[config.mk]
export PLATFORM = sky130hd
export DESIGN_NAME = lpht_ram
export DESIGN_NICKNAME = d
export VERILOG_FILES = /design/src/sv/lpht_ram.sv
export SDC_FILE = /design/constraint.sdc
export NUM_CORES = 1
export LEC_CHECK = 0
export ABC_CLOCK_PERIOD_IN_PS = 2500
export BUFFER_PORTS_ARGS = -buffer_cell sky130_fd_sc_hd__buf_2
export CAP_MARGIN = 20
export CORE_ASPECT_RATIO = 1.5
export CORE_UTILIZATION = 60
export DETAILED_ROUTE_END_ITERATION = 10
export PLACE_DENSITY = 0.77
export SLEW_MARGIN = 40
export SYNTH_ARGS = -nofsm -noshare
export SYNTH_HDL_FRONTEND = slang
export SYNTH_SLANG_ARGS = --single-unit
[constraint.sdc]
create_clock -name clock -period 2.5 [get_ports clock]
set_input_delay 0.375 -clock clock [delete_from_list [all_inputs] [get_ports clock]]
set_output_delay 0.375 -clock clock [all_outputs]
set_load 0.02 [all_outputs]
[src/sv/lpht_ram.sv]
// ----------------------------------------------------------------------------
// Generic single port RAM
// Reads every cycle and writes on enable at one address, registered read data.
// ----------------------------------------------------------------------------
`default_nettype none

module lpht_ram #(
   parameter int WIDTH = 8,
   parameter int DEPTH = 16
) (
   input  wire logic                     clock,
   input  wire logic                     we,
   input  wire logic [$clog2(DEPTH)-1:0] addr,
   input  wire logic [WIDTH-1:0]         wdata,
   output logic      [WIDTH-1:0]         rdata
);

   logic [WIDTH-1:0] mem_ff [DEPTH];
   logic [WIDTH-1:0] rdata_ff;

   // Write on enable, read every cycle.
   always_ff @(posedge clock) begin
      if (we) begin
         mem_ff[addr] <= wdata;
      end
      rdata_ff <= mem_ff[addr];
   end

   assign rdata = rdata_ff;

endmodule

`default_nettype wire

==> flow_metrics.py, run 1 <==
metrics = {
    "status": {
        "status": "finished clean",
    },
    "final_layout": {
        "nNetsFinal": 296,
        "drive_gt1_share_pct": 36.9,
        "n_antenna_cell": 0,
        "syn_to_final_growth_pct": 18.9,
        "utilization_pct": 74.3,
    },
    "flow_run": {
        "maxCapViolations": 0,
    },
    "setup_path": {
        "worstRegToRegCells": 3,
        "cp.arrival_ns": 1.96,
        "path_cells": "buf_2, buf_4, mux4_2, a22oi_1, nand2_1",
        "worstSetupPathType": "primary input to register",
        "crit_required_ns": 2.79,
        "critical_path.max_stage_delay_ns": 0.53,
        "cpMaxStageDelayCell": "mux4_2",
        "crit_cells": 5,
        "cp_max_fo": 16,
        "critical_path.top_delay_family": "buffers and inverters",
        "critPathBufInv": 2,
        "critPathLaunchType": "primary input",
        "cp-end-kind": "register",
    },
    "sta": {
        "finalSetupViolations": 0,
        "rsz0062_at_grt": "no",
        "tightest_slew_ns": 0.736,
        "fmax_ghz": 0.598,
        "slew_violations": 0,
        "skew_ns": 0.00906,
        "fin_crit_sh_pct": 66.9,
        "max_slew_margin_pct": 50.8,
        "final.setup.tns_ns": 0,
        "min_period_ns": 1.67,
        "hold_viol_final": 0,
    },
    "floorplan": {
        "initial_utilization_pct": 62.5,
        "core_area_mm2": 0.00811,
        "die_height_um": 115,
        "die_w_um": 77.0,
        "fp.dieArea_mm2": 0.00882,
        "num_rows": 40,
        "ios": 22,
    },
    "clocking": {
        "ctsLongestPathBuffers": 2,
        "cts_hold_buffers": 0,
        "cts.sinks": 136,
        "cts_buffers": 17,
        "cts_max_level": 4,
        "clk_latency_ns": 0.41,
        "clockRootBuffer": "clkbuf_16",
        "cts_setup_buffers": 0,
        "path_clk_slew_ns": 0.06,
        "cts_tree": "done",
        "cts.repair.resized": 0,
    },
    "route": {
        "drc": 0,
        "wire_per_inst_um": 25.3,
        "dr.pass1.iters": 4,
        "antenna_left": 0,
        "detail_route.iter0.violations": 231,
        "drt-vias-per-instance": 6.07,
        "num_vias": 2428,
        "routed_wl_mm": 10.1,
    },
    "synth": {
        "synthAdderAreaFrac_pct": 0,
        "synth_simple_gate_area_share_pct": 3.21,
        "synth-async-reset-ratio_pct": 0,
        "yosys_warnings": 0,
        "synth-edff-count": 128,
        "yosysSeqAreaShare_pct": 79.0,
        "synthMuxAreaShare_pct": 14.2,
        "syn_avg_cell_area_um2": 22.0,
        "synth_area_mm2": 0.00507,
        "synth_compound_area_share_pct": 2.37,
        "yosysUniqueCellTypes": 18,
        "synth_fp_nets": 244,
        "synth_top_family_by_area": "multiplexers",
        "synthFlopType": "edfxtp_1",
        "synth_xor_area_share_pct": 0,
        "synth_seq_cells": 136,
        "netlist_instances": 230,
    },
    "pwr": {
        "finalPower_mw": 5.29,
        "p_leak_nw": 2.03,
        "irDropWorstVdd_uv": 582,
        "p_per_area_mw_per_mm2": 878,
    },
    "global_route": {
        "grt_pass1_vias": 2697,
        "overflow": 0,
        "grt_pass1_wl_mm": 15.9,
        "antenna_found_initial": 0,
        "grt_max_degree": 22,
        "grt_use_total_pct": 26.6,
    },
    "placed_design": {
        "hpwl_mm": 6.22,
        "portBuffers": 21,
        "place_congestion": 0.702,
    },
    "worst_hold_path": {
        "hold_path.class": "primary input to register",
        "min_delay_path_depth": 1,
    },
}
## synthesized netlist by cell type, drive strengths merged, types with 2 or more instances
| cell type | count | area share (%) |
|---|---|---|
| nand3b | 2 | 0.30 |
| nor3 | 4 | 0.40 |
| nand2b | 2 | 0.25 |
| dfxtp | 8 | 3.2 |
| buf | 8 | 0.94 |
| edfxtp | 128 | 76 |
| nor2b | 2 | 0.25 |
| nand2 | 9 | 0.67 |
| nor2 | 13 | 0.96 |
| clkbuf | 3 | 0.25 |
| a22oi | 16 | 2.4 |
| mux4 | 32 | 14 |
## layer usage
layer	GRT usage, %	vias to the layer above	wire, um	part of all wire, %
met5	0	-	0	0
met4	13.0	0	244	2.4
met3	5.98	15	384	3.8
met2	47.0	86	5650	56
met1	30.6	1264	3870	38
li1	-	1063	-	-
## layout make-up
cell class / instances / area, um2
flip-flops and latches: 136 / 4000
well taps: 105 / 131
fillers: 455 / 2080
clock buffers: 18 / 439
clock inverters: 14 / 156
repair buffers: 44 / 290
multi-input cells: 83 / 1000
## placed cells by master (no fill, tap or decap)
master      count
a22oi_1        16
clkinvlp_4      3
and2_1          1
nor2b_1         2
buf_4          22
bufinv_16       3
clkinv_2        7
clkbuf_8        1
buf_12          1
clkbuf_16      17
nand2b_1        2
nand3_1         1
clkinv_4        1
dfxtp_1         8
or3b_2          1
edfxtp_1      128
nor3_1          4
buf_2          21
nand2_1         9
nand3b_1        2
nor2_1         13
mux4_2         32
## stage by stage
stage | worst slack, ns | hold slack [ns] | cells | cell area, um2
after floorplan | 0.632 | 0.474 | 230 | 5070
after global placement | 0.449 | 0.656 | 368 | 5430
after detailed placement | 0.458 | 0.678 | 368 | 5430
after CTS | 0.832 | 0.351 | 400 | 6020
after global routing | 0.697 | 0.358 | 400 | 6020
final | 0.826 | 0.358 | 400 | 6020
## where the power goes
part	switching (mW)	leakage, nW	internal [mW]
Combinational	0.154	0.519	0.103
Clock	0.887	0.291	1.58
Sequential	0.0166	1.22	2.55
Total	1.06	2.03	4.23
## cell families (layout without fill, tap and decap cells)
group                  Yosys count  after routing
flip-flops                     136            136
AND/OR/NAND/NOR                 35             35
multiplexers                    32             32
AO/OA/AOI/OAI                   16             16
buffers and inverters           11             76
## sequential cells by signal, indices dropped and copies added (netlist names)
signal  flops
mem_ff    128
rdata       8
## worst paths after layout
kind	start	end	slack (ns)
worst min register to register	mem_ff[15][7]	rdata[7]	0.69
worst max register to register	mem_ff[0][5]	rdata[5]	1.13
worst max-delay path	addr[0]	rdata[5]	0.83
worst min-delay path	wdata[6]	mem_ff[6][6]	0.36
## worst reg2reg max path, stage by stage (launching register included)
cell	delay, ns
edfxtp_1	0.41
mux4_2	0.51
a22oi_1	0.23
nand2_1	0.10
Note: power is estimated with default switching activity, not from simulation.
==> run 2, diff against run 1 <==
--- a/config.mk
+++ b/config.mk
@@ -5,13 +5,13 @@
 export SDC_FILE = /design/constraint.sdc
 export NUM_CORES = 1
 export LEC_CHECK = 0
-export ABC_CLOCK_PERIOD_IN_PS = 2500
+export ABC_CLOCK_PERIOD_IN_PS = 1400
 export BUFFER_PORTS_ARGS = -buffer_cell sky130_fd_sc_hd__buf_2
 export CAP_MARGIN = 20
 export CORE_ASPECT_RATIO = 1.5
-export CORE_UTILIZATION = 60
+export CORE_UTILIZATION = 54
 export DETAILED_ROUTE_END_ITERATION = 10
-export PLACE_DENSITY = 0.77
+export PLACE_DENSITY = 0.73
 export SLEW_MARGIN = 40
 export SYNTH_ARGS = -nofsm -noshare
 export SYNTH_HDL_FRONTEND = slang
==> constraint.sdc (replaced) <==
create_clock -name clock -period 1.4 [get_ports clock]
set_input_delay 0.21 -clock clock [delete_from_list [all_inputs] [get_ports clock]]
set_output_delay 0.21 -clock clock [all_outputs]
set_load 0.02 [all_outputs]
==> flow_metrics.py, run 2 (synthesized netlist as in run 1, its figures left out) <==
metrics = {
    "final_layout": {
        "nNetsFinal": 315,
        "design_area_mm2": 0.00626,
        "nFillCells": 545,
        "final_common_cell": "edfxtp_1",
        "final_cell_mix": "edfxtp_1, buf_4, mux4_2, buf_2, clkbuf_16",
        "largest_reg_flops": 128,
        "n_antenna_cell": 0,
        "utilization_pct": 69.7,
        "syn_to_final_growth_pct": 23.6,
        "drive_gt1_share_pct": 43.9,
        "regMostFlops": "mem_ff",
    },
    "pwr": {
        "pwr-share-comb_pct": 5.5,
        "cellInternalPower_mw": 7.39,
        "p_leak_nw": 2.13,
        "power_frac_seq_pct": 50.1,
        "sw_frac_of_total_pct": 19.2,
        "irDropWorstVdd_uv": 1140,
        "switchingPower_mw": 1.76,
        "power_frac_clock_pct": 44.4,
        "p_per_area_mw_per_mm2": 1460,
    },
    "route": {
        "antenna_left": 0,
        "routed_wl_mm": 9.42,
        "met3_length_um": 409,
        "num_vias": 2444,
        "drc": 0,
        "drt-vias-per-instance": 5.76,
        "detail_route.iter0.violations": 199,
        "dr.pass1.iters": 4,
        "dr_wl_met2_mm": 5.41,
        "wire_per_inst_um": 22.2,
        "highest_layer": "met4",
        "wl_met1_mm": 3.40,
    },
    "clocking": {
        "ctsLongestPathBuffers": 2,
        "path_clk_slew_ns": 0.05,
        "cts_max_level": 4,
        "cts_hold_buffers": 0,
        "clk_latency_ns": 0.42,
        "cts_setup_buffers": 0,
        "cts.sinks": 136,
        "cts_buffers": 17,
        "cts_tree": "done",
        "clockRootBuffer": "clkbuf_16",
    },
    "global_route": {
        "antenna_found_initial": 0,
        "overflow": 0,
        "grt_pass1_wl_mm": 14.6,
        "grt_use_total_pct": 22.5,
        "grt_pass1_vias": 2736,
        "grt_max_degree": 20,
    },
    "worst_hold_path": {
        "min_delay_path_depth": 1,
        "min_from": "wdata[2]",
        "min_to": "mem_ff[6][2]",
        "hold_path.class": "primary input to register",
    },
    "sta": {
        "hold_viol_final": 0,
        "max_slew_margin_pct": 51.4,
        "fin_crit_sh_pct": 94.2,
        "skew_ns": 0.00943,
        "slew_violations": 0,
        "tightest_slew_ns": 0.727,
        "rsz0062_at_grt": "no",
        "min_period_ns": 1.32,
        "fmax_ghz": 0.758,
        "finalSetupViolations": 0,
    },
    "floorplan": {
        "core_area_mm2": 0.00899,
        "fp.dieArea_mm2": 0.00978,
        "ios": 22,
        "die_w_um": 81.1,
        "num_rows": 42,
        "die_height_um": 121,
        "initial_utilization_pct": 56.4,
    },
    "setup_path": {
        "cp-end-kind": "register",
        "reg2reg_from": "mem_ff[11][4]",
        "cpMaxStageDelayCell": "mux4_2",
        "crit_required_ns": 1.70,
        "critical_path.max_stage_delay_ns": 0.49,
        "rrSetupSlack_ns": 0.08,
        "critical_path.top_delay_family": "multiplexers",
        "cp_max_fo": 1,
        "cp.arrival_ns": 1.61,
        "path_cells": "mux4_2, a22oi_1, nand2_1",
        "critPathLaunchType": "register",
        "worstSetupPathType": "register to register",
        "worstRegToRegCells": 3,
        "critPathBufInv": 0,
        "rr_endpoint": "rdata[4]",
    },
    "placed_design": {
        "portBuffers": 21,
        "hpwl_mm": 6.55,
        "place_congestion": 0.750,
        "placed_area_mm2": 0.00571,
    },
    "status": {
        "status": "finished clean",
    },
    "flow_run": {
        "maxCapViolations": 0,
    },
}
==> run 2: power groups by stage <==
stage                     Combinational [mW]  Clock (mW)  Sequential [mW]
after global routing                   0.539        4.32             4.59
after floorplan                        0.248           0             4.69
final                                  0.501        4.07             4.58
after detailed placement               0.505           0             4.66
after CTS                              0.508        4.15             4.59
after global placement                 0.491           0             4.66
==> run 2: how the worst max path moves through the flow <==
stage | to | startpoint | cells past startpoint | slack, ns
finish | rdata[4] | mem_ff[11][4] | 3 | 0.08
global route | rdata[1] | mem_ff[3][1] | 3 | 0.03
CTS | rdata[6] | mem_ff[4][6] | 3 | 0.03
detailed placement | rdata[4] | addr[0] | 5 | -0.21
global placement | rdata[7] | addr[0] | 5 | -0.18
floorplan | mem_ff[0][0] | addr[2] | 2 | -0.09
==> run 2: area by class of cell <==
cell class	count	area (um2)	share of cell area [%]
flip-flops and latches	136	4000	63.9
multi-input cells	83	1070	17.1
clock buffers	28	507	8.09
repair buffers	63	495	7.91
well taps	110	138	2.20
clock inverters	4	45.0	0.719
==> run 2: timing repair <==
action / 4_1_cts / 5_1_grt
gates resized for setup: 0 / 1
setup endpoints to repair: 0 / 1
endpoints found under the hold margin: 0 / 0
==> run 2: per-stage QoR <==
stage               power (mW)  hold WS [ns]  TNS (ns)  worst slack (ns)  instances
global placement          5.15         0.585     -9.61            -0.177        392
CTS                       9.25         0.152         0            0.0251        424
finish                    9.15         0.178         0            0.0815        424
floorplan                 4.94         0.309     -4.27           -0.0882        230
global route              9.45         0.167         0            0.0316        424
detailed placement        5.17         0.597    -11.73            -0.212        392
==> run 2: layer usage <==
layer | vias up | global-route usage, %
met1 | 1247 | 24.8
met4 | 0 | 11.5
met3 | 17 | 7.02
met5 | - | 0
met2 | 74 | 38.3
li1 | 1106 | -
